## config.mk

```make
export PLATFORM = sky130hd
export DESIGN_NAME = range_median_outlier_filter_flat
export DESIGN_NICKNAME = d
export VERILOG_FILES = /design/src/rmof_pkg.sv /design/src/rmof_req_if.sv /design/src/rmof_rsp_if.sv /design/src/rmof_csr_if.sv /design/src/range_median_outlier_filter.sv /design/src/flat_wrapper.sv
export SDC_FILE = /design/constraint.sdc
export NUM_CORES = 1
export LEC_CHECK = 0
export BUFFER_PORTS_ARGS = -buffer_cell sky130_fd_sc_hd__buf_2
export CAP_MARGIN = 15
export CORE_UTILIZATION = 55
export CTS_CLUSTER_SIZE = 10
export DETAILED_ROUTE_END_ITERATION = 6
export HOLD_SLACK_MARGIN = 0.08
export PLACE_DENSITY_LB_ADDON = 0.12
export SLEW_MARGIN = 30
export SYNTH_ARGS = -nofsm -noshare
export SYNTH_HDL_FRONTEND = slang
export SYNTH_SLANG_ARGS = --single-unit
```

## constraint.sdc

```tcl
create_clock -name clock -period 10.1 [get_ports clock]
set_input_delay 0.505 -clock clock [delete_from_list [all_inputs] [get_ports clock]]
set_output_delay 0.505 -clock clock [all_outputs]
set_load 0.02 [all_outputs]
```

## src/rmof_pkg.sv

```systemverilog
// rmof_pkg: shared widths, reset values and register codes for the
// range median outlier filter. no dependencies.
`default_nettype none

package rmof_pkg;

   localparam int unsigned RANGE_W        = 16;
   localparam int unsigned INTERVAL_W     = 16;
   localparam int unsigned CSR_IDX_W      = 2;
   localparam int unsigned CSR_DATA_W     = 16;
   localparam int unsigned RING_DEPTH_DEF = 8;

   typedef logic [RANGE_W-1:0]    range_type;
   typedef logic [INTERVAL_W-1:0] interval_type;
   typedef logic [CSR_IDX_W-1:0]  csr_idx_type;
   typedef logic [CSR_DATA_W-1:0] csr_data_type;

   localparam interval_type INTERVAL_LIMIT_MS = 16'd1000;
   localparam range_type    MAX_RANGE_RESET   = 16'd10000;
   localparam range_type    MAX_DEV_RESET     = 16'd500;

   localparam csr_idx_type CSR_MAX_RANGE = 2'd0;
   localparam csr_idx_type CSR_MAX_DEV   = 2'd1;

endpackage

`default_nettype wire

```

## src/rmof_req_if.sv

```systemverilog
// rmof_req_if: input sample channel, valid/ready plus range and interval.
// depends on rmof_pkg.
`default_nettype none

interface rmof_req_if;
   logic                     valid;
   logic                     ready;
   rmof_pkg::range_type      range_sample;
   rmof_pkg::interval_type   interval_ms;

   modport source (output valid, output range_sample, output interval_ms, input ready);
   modport sink   (input valid, input range_sample, input interval_ms, output ready);
endinterface

`default_nettype wire

```

## src/rmof_rsp_if.sv

```systemverilog
// rmof_rsp_if: filtered result channel, valid/ready plus filtered range.
// depends on rmof_pkg.
`default_nettype none

interface rmof_rsp_if;
   logic                  valid;
   logic                  ready;
   rmof_pkg::range_type   filtered_range;

   modport source (output valid, output filtered_range, input ready);
   modport sink   (input valid, input filtered_range, output ready);
endinterface

`default_nettype wire

```

## src/rmof_csr_if.sv

```systemverilog
// rmof_csr_if: register write channel, valid/ready plus index and data.
// depends on rmof_pkg.
`default_nettype none

interface rmof_csr_if;
   logic                     valid;
   logic                     ready;
   rmof_pkg::csr_idx_type    index;
   rmof_pkg::csr_data_type   data;

   modport source (output valid, output index, output data, input ready);
   modport sink   (input valid, input index, input data, output ready);
endinterface

`default_nettype wire

```

## src/range_median_outlier_filter.sv

```systemverilog
// range_median_outlier_filter: ring of recent samples, rank median by one
// shared comparator, deviation gate. depends on rmof_pkg and the rmof_*_if files.
//
// channel  dir  handshake     payload
// req_if   in   valid/ready   range_sample[15:0], interval_ms[15:0]
// rsp_if   out  valid/ready   filtered_range[15:0]
// csr_if   in   valid/ready   index[1:0], data[15:0]
//
// a passing sample goes through ST_SCAN, where the single comparator
// walks every pair of ring entries, then through ST_DRAIN and ST_DECIDE.
// a rejected sample goes straight to ST_DECIDE. reset clears the ring (valid bits),
// the write slot and restores register defaults. the result sits in an
// output register; a new sample is taken while it waits, and the block
// holds its next result until the old one is taken.
`default_nettype none

module range_median_outlier_filter #(
   parameter int unsigned RING_DEPTH = rmof_pkg::RING_DEPTH_DEF
) (
   input  wire logic   clock,
   input  wire logic   reset,
   rmof_req_if.sink    req_if,
   rmof_rsp_if.source  rsp_if,
   rmof_csr_if.sink    csr_if
);
   import rmof_pkg::*;

   localparam int unsigned IDX_W = $clog2(RING_DEPTH);
   localparam int unsigned SC_W  = IDX_W + 1;
   localparam int unsigned ZC_W  = $clog2(RING_DEPTH + 1);
   localparam logic [IDX_W-1:0] IDX_LAST = IDX_W'(RING_DEPTH - 1);
   localparam logic [ZC_W-1:0]  ZERO_HALF = ZC_W'(RING_DEPTH / 2);
   localparam logic signed [SC_W-1:0] SCORE_ONE = SC_W'(1);

   typedef enum logic [1:0] {
      ST_IDLE,
      ST_SCAN,
      ST_DRAIN,
      ST_DECIDE
   } state_type;

   state_type state_ff;

   range_type mem [RING_DEPTH];
   logic [RING_DEPTH-1:0] vld_ff;
   range_type rda_ff, rdb_ff;
   logic rda_v_ff, rdb_v_ff;

   logic [IDX_W-1:0] slot_ff, i_ff, j_ff;
   range_type max_range_ff, max_dev_ff;
   range_type sample_ff;
   logic pass_ff;

   logic p_vld_ff, p_first_ff, p_last_ff, p_diag_ff, p_row0_ff;
   logic signed [SC_W-1:0] score_ff;
   logic [ZC_W-1:0] zero_ff;
   logic [IDX_W-1:0] best_ff;
   logic best_vld_ff;
   range_type med_ff;

   logic rsp_valid_ff;
   range_type rsp_data_ff;

   logic req_fire;
   range_type a_val, b_val;
   logic signed [SC_W-1:0] score_base, score_in, score_neg;
   logic [IDX_W-1:0] score_abs;
   range_type med_sel, diff;

   assign req_fire = req_if.valid && req_if.ready;
   assign req_if.ready = (state_ff == ST_IDLE);
   assign csr_if.ready = 1'b1;
   assign rsp_if.valid = rsp_valid_ff;
   assign rsp_if.filtered_range = rsp_data_ff;

   // shared comparator and score accumulate
   always_comb begin
      a_val = rda_v_ff ? rda_ff : '0;
      b_val = rdb_v_ff ? rdb_ff : '0;
      score_base = p_first_ff ? '0 : score_ff;
      if (p_diag_ff || a_val == b_val) begin
         score_in = score_base;
      end else if (a_val > b_val) begin
         score_in = score_base + SCORE_ONE;
      end else begin
         score_in = score_base - SCORE_ONE;
      end
      score_neg = -score_in;
      score_abs = score_in[SC_W-1] ? score_neg[IDX_W-1:0] : score_in[IDX_W-1:0];
      med_sel = (zero_ff >= ZERO_HALF) ? '0 : med_ff;
      diff = (sample_ff >= med_sel) ? (sample_ff - med_sel) : (med_sel - sample_ff);
   end

   // sample ring
   always_ff @(posedge clock) begin
      if (req_fire) begin
         mem[slot_ff] <= req_if.range_sample;
      end
      rda_ff <= mem[i_ff];
      rdb_ff <= mem[j_ff];
   end

   always_ff @(posedge clock) begin
      if (reset) begin
         state_ff     <= ST_IDLE;
         vld_ff       <= '0;
         slot_ff      <= '0;
         i_ff         <= '0;
         j_ff         <= '0;
         max_range_ff <= MAX_RANGE_RESET;
         max_dev_ff   <= MAX_DEV_RESET;
         sample_ff    <= '0;
         pass_ff      <= 1'b0;
         rda_v_ff     <= 1'b0;
         rdb_v_ff     <= 1'b0;
         p_vld_ff     <= 1'b0;
         p_first_ff   <= 1'b0;
         p_last_ff    <= 1'b0;
         p_diag_ff    <= 1'b0;
         p_row0_ff    <= 1'b0;
         score_ff     <= '0;
         zero_ff      <= '0;
         best_ff      <= '0;
         best_vld_ff  <= 1'b0;
         med_ff       <= '0;
         rsp_valid_ff <= 1'b0;
         rsp_data_ff  <= '0;
      end else begin
         if (csr_if.valid) begin
            case (csr_if.index)
               CSR_MAX_RANGE: max_range_ff <= csr_if.data;
               CSR_MAX_DEV:   max_dev_ff   <= csr_if.data;
               default: ;
            endcase
         end

         if (rsp_valid_ff && rsp_if.ready && state_ff != ST_DECIDE) begin
            rsp_valid_ff <= 1'b0;
         end

         // compare stage tags are registered alongside the ring read data
         p_vld_ff   <= (state_ff == ST_SCAN);
         p_first_ff <= (j_ff == '0);
         p_last_ff  <= (j_ff == IDX_LAST);
         p_diag_ff  <= (i_ff == j_ff);
         p_row0_ff  <= (i_ff == '0);
         rda_v_ff   <= vld_ff[i_ff];
         rdb_v_ff   <= vld_ff[j_ff];

         if (p_vld_ff) begin
            score_ff <= score_in;
            if (p_row0_ff && b_val == '0) begin
               zero_ff <= zero_ff + ZC_W'(1);
            end
            if (p_last_ff && a_val != '0 && (!best_vld_ff || score_abs < best_ff)) begin
               best_vld_ff <= 1'b1;
               best_ff     <= score_abs;
               med_ff      <= a_val;
            end
         end

         case (state_ff)
            ST_IDLE: begin
               if (req_if.valid) begin
                  sample_ff       <= req_if.range_sample;
                  pass_ff         <= (req_if.range_sample != '0) &&
                                     (req_if.range_sample < max_range_ff) &&
                                     (req_if.interval_ms < INTERVAL_LIMIT_MS);
                  vld_ff[slot_ff] <= 1'b1;
                  slot_ff         <= (slot_ff == IDX_LAST) ? '0 : slot_ff + IDX_W'(1);
                  i_ff            <= '0;
                  j_ff            <= '0;
                  zero_ff         <= '0;
                  best_vld_ff     <= 1'b0;
                  if ((req_if.range_sample != '0) &&
                      (req_if.range_sample < max_range_ff) &&
                      (req_if.interval_ms < INTERVAL_LIMIT_MS)) begin
                     state_ff <= ST_SCAN;
                  end else begin
                     state_ff <= ST_DECIDE;
                  end
               end
            end
            ST_SCAN: begin
               if (j_ff == IDX_LAST) begin
                  j_ff <= '0;
                  if (i_ff == IDX_LAST) begin
                     i_ff     <= '0;
                     state_ff <= ST_DRAIN;
                  end else begin
                     i_ff <= i_ff + IDX_W'(1);
                  end
               end else begin
                  j_ff <= j_ff + IDX_W'(1);
               end
            end
            ST_DRAIN: begin
               state_ff <= ST_DECIDE;
            end
            ST_DECIDE: begin
               if (!rsp_valid_ff || rsp_if.ready) begin
                  rsp_valid_ff <= 1'b1;
                  rsp_data_ff  <= (pass_ff && diff <= max_dev_ff) ? sample_ff : '0;
                  state_ff     <= ST_IDLE;
               end
            end
            default: state_ff <= ST_IDLE;
         endcase
      end
   end

   a_pass_below_limit: assert property (@(posedge clock) disable iff (reset)
      (rsp_if.valid && rsp_if.filtered_range != '0) |-> rsp_if.filtered_range < max_range_ff)
      else $error("passed sample not below range limit");

   a_busy_after_accept: assert property (@(posedge clock) disable iff (reset)
      req_fire |=> !req_if.ready)
      else $error("ready right after accepting a transaction");

   a_slot_in_range: assert property (@(posedge clock) disable iff (reset)
      slot_ff <= IDX_LAST)
      else $error("write slot out of range");

   a_zero_count_bound: assert property (@(posedge clock) disable iff (reset)
      zero_ff <= ZC_W'(RING_DEPTH))
      else $error("zero count exceeds ring depth");

   a_scan_then_drain: assert property (@(posedge clock) disable iff (reset)
      (state_ff == ST_DRAIN) |-> $past(state_ff == ST_SCAN))
      else $error("drain entered outside scan");

endmodule

`default_nettype wire

```

## src/flat_wrapper.sv

```systemverilog
// flat-port wrapper written by rule: the top's interface ports become plain ports
module range_median_outlier_filter_flat import rmof_pkg::*;
#(
   parameter int unsigned RING_DEPTH = rmof_pkg::RING_DEPTH_DEF
)
  (clock, reset, req_if_valid, req_if_range_sample, req_if_interval_ms, req_if_ready, rsp_if_valid, rsp_if_filtered_range, rsp_if_ready, csr_if_valid, csr_if_index, csr_if_data, csr_if_ready);
  rmof_req_if req_if_i ();
  rmof_rsp_if rsp_if_i ();
  rmof_csr_if csr_if_i ();
  input  wire logic clock;
  input  wire logic reset;
  input wire logic [$bits(req_if_i.valid)-1:0] req_if_valid;
  input wire logic [$bits(req_if_i.range_sample)-1:0] req_if_range_sample;
  input wire logic [$bits(req_if_i.interval_ms)-1:0] req_if_interval_ms;
  output wire logic [$bits(req_if_i.ready)-1:0] req_if_ready;
  output wire logic [$bits(rsp_if_i.valid)-1:0] rsp_if_valid;
  output wire logic [$bits(rsp_if_i.filtered_range)-1:0] rsp_if_filtered_range;
  input wire logic [$bits(rsp_if_i.ready)-1:0] rsp_if_ready;
  input wire logic [$bits(csr_if_i.valid)-1:0] csr_if_valid;
  input wire logic [$bits(csr_if_i.index)-1:0] csr_if_index;
  input wire logic [$bits(csr_if_i.data)-1:0] csr_if_data;
  output wire logic [$bits(csr_if_i.ready)-1:0] csr_if_ready;
  assign req_if_i.valid = req_if_valid;
  assign req_if_i.range_sample = req_if_range_sample;
  assign req_if_i.interval_ms = req_if_interval_ms;
  assign req_if_ready = req_if_i.ready;
  assign rsp_if_valid = rsp_if_i.valid;
  assign rsp_if_filtered_range = rsp_if_i.filtered_range;
  assign rsp_if_i.ready = rsp_if_ready;
  assign csr_if_i.valid = csr_if_valid;
  assign csr_if_i.index = csr_if_index;
  assign csr_if_i.data = csr_if_data;
  assign csr_if_ready = csr_if_i.ready;
  range_median_outlier_filter #(.RING_DEPTH(RING_DEPTH)) u_core (.clock(clock), .reset(reset), .req_if(req_if_i), .rsp_if(rsp_if_i), .csr_if(csr_if_i));
endmodule
```

==> impl_metrics.csv, run 1 <==
group,metric,value,unit
synth,synth_area,14000,µm²
pwr,power.switching,1.19,mW
floorplanning,die_height,162,µm
run_status,status,"complete, no violations",
worst_setup_path,critical_path_required,10550,ps
timing,rsz0062_at_grt,"no",
worst_setup_path,cp-end-kind,"flop",
detailed_routing,via_count,9683,
timing,slew_headroom,0.479,
pwr,cellLeakagePower,5.96,nW
cts,cts_tree,"done",
placement,placed_area,14700,µm²
floorplanning,coreArea,25100,µm²
pwr,p_sw_frac,0.325,
cells_and_area,drive_above_1_share,0.189,
synth,yosys.cell_types.count,65,
synth,ys_dominant_reg_cell,"dfxtp_1",
global_route,grt.overflow.total,0,
worst_setup_path,start_kind,"flop",
cts,clock-sinks,280,
timing,fin_worst_skew,16.6,ps
cts,worstSkewPairLatency,510,ps
detailed_routing,drcViolationCount,0,
synth,netlist_instances,1218,
worst_setup_path,crit_type,"reg -> reg",
cts,numCtsBuffers,34,
timing,tns,0,ps
floorplanning,die-area,26100,µm²
detailed_routing,postRouteAntennaNets,0,
pwr,p_int,2.47,mW
synth,synthesis.nets,1372,
detailed_routing,via_per_inst,5.93,
synth,synth.area.top_cells,"edfxtp_1, dfxtp_1, mux4_2",
global_route,grt_antenna_before_repair,1,
global_route,grt_usage,0.267,
global_route,grt_max_degree,73,
synth,synth_edf_count,128,
run,maxCapViolCount,0,
cells_and_area,num_antenna_cells,0,
timing,min_period,5750,ps
synth,synth_warnings,0,
worst_setup_path,path_max_fanout,16,
detailed_routing,dr.pass1.iters,5,
cells_and_area,final_nets,1435,
synth,syn_area_per_cell,11.5,µm²
floorplanning,start_util,0.558,
timing,max_freq,174,MHz
cells_and_area,area_growth_syn_to_layout,12.0,%
worst_setup_path,crit_path_top_delay_cell,"a221oi_4",
synth,yosys-top-cells-count,"dfxtp_1, nand2_1, edfxtp_1, ha_1, a21oi_1",
floorplanning,die-width,162,µm
global_route,grt_pass1_vias,9386,
cells_and_area,stdcell_area,15700,µm²
worst_setup_path,slowest_delay,590,ps
placement,port_buffers,69,
pwr,cellPowerDensity,233,nW/µm²
cts,cts_hold_buf,0,
timing,setup_viol,0,
cts,htree_levels,2,
cts,path_clk_slew,50,ps
timing,drv_slew,0,
cts,cts_resized,0,
placement,dp_hpwl,23300,µm
synth,synthArstFlopShare,0,
cts,clock-root-buffer,"clkbuf_16",
pwr,clkPwrFrac,0.299,
pwr,p_seq_frac,0.382,
synth,ys_seq_area_frac,0.491,
timing,report.final.hold_viol_count,0,
synth,yosys.area.top_type,"edfxtp_1",
pwr,combPwrFrac,0.319,
worst_setup_path,cp_cell_sequence,"nor2_1, buf_4, nand2_1, inv_1, ha_1, inv_1, fa_1, a21o_1, a21o_1, a21oi_1, o21ai_1, a221oi_4, buf_6, a211oi_1, a31oi_1, xor2_1, ha_1, nand3_1, nor3_1, nand3_1, or4_1, o21ai_1, buf_4, a22o_1",
global_route,grt_pass1_wl,52700,µm
synth,synth_top_area_frac,0.274,
placement,gp_congestion,0.887,
floorplanning,io_pins,74,
detailed_routing,wl_per_cell,20.7,µm
detailed_routing,totalWireLength,33800,µm
synth,synth_seq_cells,280,
floorplanning,num_rows,58,
synth,yosysMostFrequentCell,"dfxtp_1",
detailed_routing,drt_iter0_drc,720,
pwr,ir_drop,0.000152,V
cells_and_area,postLayoutCoreUtil,0.625,
timing,fin_crit_sh,0.570,
min_path,hold_class,"in -> reg",
worst_setup_path,arrival,6200,ps
cts,postCtsSetupRepairBufs,0,
cts,clk_path_buf_depth,3,
timing,worst_pin_slew,781,ps
## layer usage
metal / global-route usage / part of all wire / wire length (µm)
met1: 0.382 / 0.47 / 15900
met2: 0.420 / 0.45 / 15300
met3: 0.0424 / 0.055 / 1860
met4: 0.0763 / 0.021 / 712
met5: 0 / 0.00038 / 13
## power by group through the flow
stage | sequential [mW] | combinational [mW] | clock (mW)
after floorplan | 1.37 | 0.912 | 0
after global placement | 1.41 | 1.13 | 0
after detailed placement | 1.42 | 1.16 | 0
after CTS | 1.39 | 1.17 | 1.12
after global routing | 1.41 | 1.31 | 1.16
final | 1.40 | 1.17 | 1.09
## worst max-delay path, delay by kind of cell, from the launching register on
family	cells	cell delay, ps
compound gates	9	2170
simple gates	6	1330
buf+inv	5	880
fa+ha+maj	3	860
flops	1	330
xor+xnor	1	120
## sequential cells by signal, indices dropped and copies added (netlist names), 8 cells and up
signal	cells
u_core.rda_ff	16
u_core.sample_ff	16
u_core.rsp_if.filtered_range	16
u_core.max_range_ff	16
u_core.rdb_ff	16
u_core.med_ff	16
u_core.vld_ff	8
u_core.mem	128
u_core.max_dev_ff	16
## layout make-up
class / count / area, µm²
inverters: 81 / 304
clock buffers: 54 / 947
repair buffers: 90 / 509
well taps: 330 / 413
fillers: 2077 / 9410
flip-flops and latches: 280 / 6890
clock inverters: 4 / 38.8
multi-input cells: 794 / 6590
## placed cells by master, fill, tap and decap left out, types with 33 or more instances in the layout
cell and n:
dfxtp_1 150, nand2_1 139, edfxtp_1 128, ha_1 96, a21oi_1 88, inv_1 81, nor2_1 79, mux4_2 68
buf_2 68, clkbuf_16 35, mux2_2 33
## stage by stage
step | cells | hold WS (ps) | setup WS, ps | power [mW]
4_1_cts | 1633 | 199 | 4460 | 3.68
2_1_floorplan | 1218 | 432 | 5010 | 2.28
3_3_place_gp | 1574 | 441 | 4330 | 2.55
6_report | 1633 | 220 | 4350 | 3.66
3_5_place_dp | 1575 | 447 | 4510 | 2.57
5_1_grt | 1633 | 208 | 3860 | 3.87
## kinds of logic (layout without fill, tap and decap cells)
group,count (synthesis),in the layout,synth area share
XOR/XNOR,23,23,0.0144
other,1,1,0.000268
multiplexers,127,127,0.154
flip-flops,280,280,0.491
buffers and inverters,144,229,0.0406
AO/OA/AOI/OAI,215,215,0.101
AND/OR/NAND/NOR,329,329,0.108
adder cells (fa/ha/maj),99,99,0.0900
## worst paths after layout
kind                                             from                                       endpoint  slack [ps]  cells past startpoint
setup / recovery         u_core.zero_ff[2]$_SDFF_PP0_  u_core.rsp_if.filtered_range[10]$_SDFFE_PP0P_        4350                     24
hold / removal                        csr_if_data[13]           u_core.max_range_ff[13]$_SDFFE_PP1P_         220                      2
setup reg to reg         u_core.zero_ff[2]$_SDFF_PP0_  u_core.rsp_if.filtered_range[10]$_SDFFE_PP0P_        4350                     24
hold reg to reg   u_core.max_range_ff[1]$_SDFFE_PP0P_            u_core.max_range_ff[1]$_SDFFE_PP0P_         450                      2
Power figures use the tool's default switching activity.
==> run 2, diff against run 1 <==
--- a/config.mk
+++ b/config.mk
@@ -5,6 +5,7 @@
 export SDC_FILE = /design/constraint.sdc
 export NUM_CORES = 1
 export LEC_CHECK = 0
+export ABC_AREA = 1
 export BUFFER_PORTS_ARGS = -buffer_cell sky130_fd_sc_hd__buf_2
 export CAP_MARGIN = 15
 export CORE_UTILIZATION = 55
==> constraint.sdc (replaced) <==
create_clock -name clock -period 4.8 [get_ports clock]
set_input_delay 0.24 -clock clock [delete_from_list [all_inputs] [get_ports clock]]
set_output_delay 0.24 -clock clock [all_outputs]
set_load 0.02 [all_outputs]
==> impl_metrics.csv, run 2 <==
group,metric,value,unit
run_status,status,"complete, no violations",
worst_setup_path,r2r_setup_slack,420,ps
detailed_routing,dr.pass1.iters,5,
detailed_routing,via_count,12500,
pwr,ir_drop,0.000473,V
cells_and_area,drive_above_1_share,0.0876,
placement,port_buffers,69,
placement,gp_congestion,0.907,
cts,postCtsSetupRepairBufs,0,
timing,worst_pin_slew,972,ps
worst_setup_path,path_max_fanout,16,
worst_setup_path,cp.depth,26,
synth,yosysMostFrequentCell,"nand2_1",
timing,rsz0062_at_grt,"no",
cells_and_area,num_antenna_cells,0,
synth,synth_area,14600,µm²
detailed_routing,via_per_inst,5.68,
synth,netlist_instances,1782,
min_path,worstHoldPathCells,1,
worst_setup_path,cp-end-kind,"flop",
cts,htree_levels,2,
cells_and_area,final_cell_mix,"nand2_1, inv_1, o21ai_0, a21oi_1, nor2_1",
cts,numCtsBuffers,34,
pwr,combPwrFrac,0.420,
cells_and_area,regMostFlops,"u_core.mem",
pwr,p_total,9.30,mW
worst_setup_path,cp_top_family,"simple AND/OR/NAND/NOR gates",
timing,fin_crit_sh,0.912,
worst_setup_path,critPathBufInv,7,
timing,setup_viol,0,
worst_setup_path,cpMostUsedCell,"nand2_1",
worst_setup_path,r2r-end,"u_core.rsp_if.filtered_range[8]$_SDFFE_PP0P_",
pwr,p_seq_frac,0.333,
detailed_routing,drcViolationCount,0,
pwr,cellPowerDensity,569,nW/µm²
cts,clk_path_buf_depth,3,
synth,synth_edf_count,128,
worst_setup_path,crit_type,"reg -> reg",
worst_setup_path,reg2reg_depth,26,
floorplanning,die-area,27200,µm²
synth,ys_seq_area_frac,0.471,
floorplanning,die-width,165,µm
cells_and_area,final_nets,1993,
synth,synth_top_area_frac,0.263,
floorplanning,die_height,165,µm
timing,tns,0,ps
synth,yosys.cell_types.count,49,
detailed_routing,postRouteAntennaNets,0,
detailed_routing,drt_iter0_drc,1132,
cells_and_area,area_growth_syn_to_layout,11.9,%
detailed_routing,wl_per_cell,18.1,µm
timing,min_period,4380,ps
pwr,p_int,5.54,mW
worst_setup_path,r2r-start,"u_core.zero_ff[2]$_SDFF_PP0_",
worst_setup_path,arrival,4800,ps
min_path,hold_class,"in -> reg",
worst_setup_path,slowest_delay,410,ps
timing,fin_worst_skew,18.2,ps
global_route,grt_antenna_before_repair,0,
min_path,hold_end,"u_core.mem[4][9]$_DFFE_PP_",
timing,drv_slew,0,
placement,dp_hpwl,26900,µm
global_route,grt.overflow.total,0,
min_path,hp-start,"req_if_range_sample[9]",
synth,synth_warnings,0,
pwr,cellLeakagePower,6.99,nW
timing,slew_headroom,0.348,
pwr,power.switching,3.76,mW
cells_and_area,largest_reg_flops,128,
run,maxCapViolCount,0,
pwr,clkPwrFrac,0.247,
global_route,grt_max_degree,80,
synth,synth_seq_cells,280,
synth,synthesis.nets,1936,
global_route,grt_pass1_wl,62500,µm
floorplanning,coreArea,26100,µm²
cts,worstSkewPairLatency,510,ps
synth,syn_area_per_cell,8.20,µm²
global_route,grt_pass1_vias,11600,
cts,path_clk_slew,60,ps
timing,max_freq,228,MHz
synth,ys_dominant_reg_cell,"dfxtp_1",
floorplanning,io_pins,74,
synth,yosys.area.top_type,"edfxtp_1",
worst_setup_path,start_kind,"flop",
cts,clock-root-buffer,"clkbuf_16",
worst_setup_path,crit_path_top_delay_cell,"fa_1",
synth,yosys-top-cells-count,"nand2_1, inv_1, o21ai_0, a21oi_1, nor2_1",
cts,clock-sinks,280,
cts,cts_tree,"done",
worst_setup_path,critical_path_required,5220,ps
cells_and_area,final_common_cell,"nand2_1",
pwr,p_sw_frac,0.404,
floorplanning,num_rows,59,
synth,synth.area.top_cells,"edfxtp_1, dfxtp_1, ha_1",
global_route,grt_usage,0.301,
floorplanning,start_util,0.561,
synth,synthArstFlopShare,0,
timing,report.final.hold_viol_count,0,
detailed_routing,totalWireLength,39800,µm
run 2: through the flow:
| step | setup slack, ps | hold slack (ps) | cell area, µm² | cells | util |
|---|---|---|---|---|---|
| 6_report | 421 | 96.8 | 16300 | 2195 | 0.627 |
| 5_1_grt | 29.9 | 104 | 16300 | 2195 | 0.627 |
| 4_1_cts | 257 | 88.7 | 16300 | 2195 | 0.627 |
| 3_5_place_dp | 279 | 453 | 15200 | 2121 | 0.582 |
| 3_3_place_gp | 418 | 447 | 15200 | 2121 | 0.582 |
| 2_1_floorplan | 890 | 336 | 14600 | 1782 | - |
run 2: cell type report:
| type | count | area (µm²) |
|---|---|---|
| clock buffer | 54 | 957 |
| tap | 335 | 419 |
| multi-input combinational | 1186 | 6500 |
| fill | 2247 | 9710 |
| inverter | 229 | 863 |
| sequential | 280 | 6890 |
| clock inverter | 3 | 37.5 |
| timing repair buffer | 108 | 681 |
run 2: cell families (layout without fill, tap and decap cells):
logic type,count (synthesis),count (layout),synth area share
AOI/OAI and AO/OA,526,526,0.197
xor gates and xnor gates,17,17,0.0102
adders and majority gates,99,99,0.0863
buffers and inverters,316,394,0.0853
DFF,280,280,0.471
other,1,1,0.000257
and+or+nand+nor,543,543,0.150
run 2: repair_timing:
item,in CTS,in global routing
hold buffers,17,0
resized for setup,0,3
setup endpoints to repair,0,19
endpoints found under the hold margin,32,0
run 2: worst reg2reg max path: cells and delay by family, from the launching register on:
family / cells / cell delay (ps)
flip-flops: 1 / 330
AO/OA/AOI/OAI: 4 / 600
adder cells (fa/ha/maj): 3 / 870
AND/OR/NAND/NOR: 11 / 1290
XOR/XNOR: 1 / 200
buffers and inverters: 7 / 1000
run 2: power groups by stage:
| stage | registers [mW] | logic, mW | clock network, mW |
|---|---|---|---|
| final | 3.10 | 3.90 | 2.30 |
| after global routing | 3.13 | 4.45 | 2.43 |
| after CTS | 3.09 | 3.85 | 2.34 |
| after detailed placement | 3.14 | 3.82 | 0 |
| after global placement | 3.13 | 3.70 | 0 |
| after floorplan | 2.98 | 2.95 | 0 |
run 2: metal layers:
metal,part of all wire,vias up,global-route usage,routed length (µm)
met1,0.46,5844,0.431,18300
met5,0,-,0,0
li1,-,6113,-,-
met2,0.44,458,0.472,17600
met4,0.021,0,0.0817,838
met3,0.075,50,0.0455,2980
run 2: how the worst max path moves through the flow:
stage / start / endpoint
2_1_floorplan: u_core.zero_ff[2]$_SDFF_PP0_ / u_core.rsp_if.filtered_range[10]$_SDFFE_PP0P_
3_3_place_gp: u_core.rda_v_ff$_SDFF_PP0_ / u_core.best_ff[1]$_SDFFE_PP0P_
3_5_place_dp: u_core.rda_v_ff$_SDFF_PP0_ / u_core.best_ff[1]$_SDFFE_PP0P_
4_1_cts: u_core.rda_v_ff$_SDFF_PP0_ / u_core.best_ff[1]$_SDFFE_PP0P_
5_1_grt: u_core.zero_ff[3]$_SDFF_PP0_ / u_core.rsp_if.filtered_range[3]$_SDFFE_PP0P_
6_report: u_core.zero_ff[2]$_SDFF_PP0_ / u_core.rsp_if.filtered_range[8]$_SDFFE_PP0P_
==> run 3, diff against run 2 <==
--- a/config.mk
+++ b/config.mk
@@ -12,7 +12,7 @@
 export CTS_CLUSTER_SIZE = 10
 export DETAILED_ROUTE_END_ITERATION = 6
 export HOLD_SLACK_MARGIN = 0.08
-export PLACE_DENSITY_LB_ADDON = 0.12
+export PLACE_DENSITY = 0.73
 export SLEW_MARGIN = 30
 export SYNTH_ARGS = -nofsm -noshare
 export SYNTH_HDL_FRONTEND = slang
==> constraint.sdc (replaced) <==
create_clock -name clock -period 4.3 [get_ports clock]
set_input_delay 0.215 -clock clock [delete_from_list [all_inputs] [get_ports clock]]
set_output_delay 0.215 -clock clock [all_outputs]
set_load 0.02 [all_outputs]
==> impl_metrics.csv, run 3 (same netlist as run 2, synthesis figures left out) <==
group,metric,value,unit
cells_and_area,final_common_cell,"nand2_1",
worst_setup_path,crit_start,"u_core.zero_ff[2]$_SDFF_PP0_",
cts,path_clk_slew,60,ps
floorplanning,coreArea,26100,µm²
placement,dp_hpwl,26900,µm
worst_setup_path,crit_type,"reg -> reg",
global_route,grt_max_degree,86,
worst_setup_path,slowest_delay,430,ps
cts,worstSkewPairLatency,530,ps
pwr,p_sw_frac,0.411,
cells_and_area,multi_input_area,6720,µm²
worst_setup_path,r2r-end,"u_core.rsp_if.filtered_range[7]$_SDFFE_PP0P_",
global_route,grt.met2_usage,0.460,
timing,slew_headroom,0.350,
cts,clock-root-buffer,"clkbuf_16",
worst_setup_path,arrival,4570,ps
placement,gp_congestion,0.910,
cells_and_area,regArea,6900,µm²
floorplanning,start_util,0.561,
cts,htree_levels,2,
global_route,grt_antenna_before_repair,0,
worst_setup_path,cp.depth,25,
timing,worst_pin_slew,974,ps
timing,tns,0,ps
cells_and_area,drive_above_1_share,0.115,
timing,fin_worst_skew,26.8,ps
cells_and_area,largest_reg_flops,128,
cells_and_area,nFillCells,2131,
pwr,clkPwrFrac,0.247,
timing,setup_viol,0,
global_route,grt_usage,0.296,
cts,clk_path_buf_depth,3,
cells_and_area,num_antenna_cells,0,
run,maxCapViolCount,0,
cells_and_area,final_cell_mix,"nand2_1, inv_1, o21ai_0, a21oi_1, nor2_1",
timing,drv_slew,0,
timing,fin_crit_sh,0.962,
timing,hold_ws,96.7,ps
detailed_routing,dr.pass1.iters,6,
pwr,p_int,6.52,mW
floorplanning,num_rows,59,
timing,min_period,4140,ps
worst_setup_path,r2r-start,"u_core.zero_ff[2]$_SDFF_PP0_",
pwr,combPwrFrac,0.438,
detailed_routing,via_per_inst,5.75,
worst_setup_path,cp-end-kind,"flop",
global_route,grt_pass1_wl,61200,µm
global_route,globalRouteMet3Util,0.0568,
worst_setup_path,crit_path_top_delay_cell,"fa_2",
worst_setup_path,cp_top_family,"compound AO/OA/AOI/OAI gates",
detailed_routing,postRouteAntennaNets,0,
cells_and_area,final_nets,2019,
worst_setup_path,path_max_fanout,8,
cts,cts_tree,"done",
floorplanning,die-area,27200,µm²
global_route,top_usage_layer,"met2",
detailed_routing,totalWireLength,40700,µm
pwr,cellLeakagePower,7.20,nW
timing,report.final.hold_viol_count,0,
worst_setup_path,reg2reg_depth,25,
floorplanning,die-width,165,µm
cells_and_area,area_growth_syn_to_layout,15.9,%
timing,max_freq,242,MHz
detailed_routing,drcViolationCount,0,
worst_setup_path,critPathBufInv,7,
floorplanning,io_pins,74,
worst_setup_path,crit_path_end,"u_core.rsp_if.filtered_range[7]$_SDFFE_PP0P_",
pwr,p_seq_frac,0.315,
global_route,use_met1,0.409,
cts,clock-sinks,280,
placement,port_buffers,69,
pwr,power.switching,4.54,mW
detailed_routing,via_count,12800,
worst_setup_path,r2r_setup_slack,160,ps
run_status,status,"complete, no violations",
min_path,hold_class,"in -> reg",
pwr,cellPowerDensity,654,nW/µm²
global_route,grt.overflow.total,0,
worst_setup_path,critical_path_required,4730,ps
worst_setup_path,cpMostUsedCell,"nand2_1",
detailed_routing,drt_iter0_drc,1240,
cts,numCtsBuffers,35,
floorplanning,die_height,165,µm
global_route,grt_pass1_vias,11500,
pwr,ir_drop,0.000479,V
detailed_routing,wl_per_cell,18.3,µm
cells_and_area,regMostFlops,"u_core.mem",
worst_setup_path,start_kind,"flop",
run 3: area by class of cell:
| class | instances | area share |
|---|---|---|
| Sequential cell | 280 | 0.408 |
| Multi-Input combinational cell | 1186 | 0.397 |
| Timing Repair Buffer | 133 | 0.0574 |
| Clock buffer | 53 | 0.0563 |
| Inverter | 229 | 0.0511 |
| Tap cell | 335 | 0.0248 |
| Clock inverter | 7 | 0.00577 |
run 3: what timing repair did:
action                                 in CTS  in global routing
endpoints found under the hold margin     128                  0
setup endpoints to repair                   0                 35
setup buffers                               0                  8
resized for setup                           0                 67
hold buffers                               29                  0
run 3: worst min-delay path by stage:
stage / start / to / slack [ps] / cells past startpoint
floorplan: reset / u_core.p_vld_ff$_SDFF_PP0_ / 310 / 1
global placement: csr_if_data[8] / u_core.max_dev_ff[8]$_SDFFE_PP1P_ / 450 / 3
detailed placement: u_core.rsp_if.filtered_range[12]$_SDFFE_PP0P_ / u_core.rsp_if.filtered_range[12]$_SDFFE_PP0P_ / 450 / 2
CTS: req_if_range_sample[13] / u_core.mem[2][13]$_DFFE_PP_ / 80 / 1
global route: req_if_range_sample[13] / u_core.mem[2][13]$_DFFE_PP_ / 80 / 1
finish: req_if_range_sample[3] / u_core.mem[5][3]$_DFFE_PP_ / 100 / 1
run 3: routing by layer:
layer | part of all wire | up-vias
met3 | 0.089 | 85
met1 | 0.43 | 5945
met4 | 0.029 | 0
met5 | 0 | -
met2 | 0.45 | 563
li1 | - | 6182
run 3: power by group through the flow:
stage | Sequential (mW) | Combinational [mW] | Clock, mW
floorplan | 3.33 | 3.29 | 0
global placement | 3.51 | 4.18 | 0
detailed placement | 3.52 | 4.30 | 0
CTS | 3.47 | 4.36 | 2.76
global route | 3.51 | 5.40 | 2.86
finish | 3.48 | 4.85 | 2.73
run 3: stage by stage:
stage,instance area [µm²],worst slack [ps],utilization,cells,total power [mW]
2_1_floorplan,14600,390,-,1782,6.62
3_3_place_gp,15200,179,0.584,2124,7.69
3_5_place_dp,15200,84.7,0.585,2124,7.82
4_1_cts,16600,57.0,0.636,2213,10.6
5_1_grt,16900,-29.6,0.650,2223,11.8
6_report,16900,163,0.650,2223,11.1
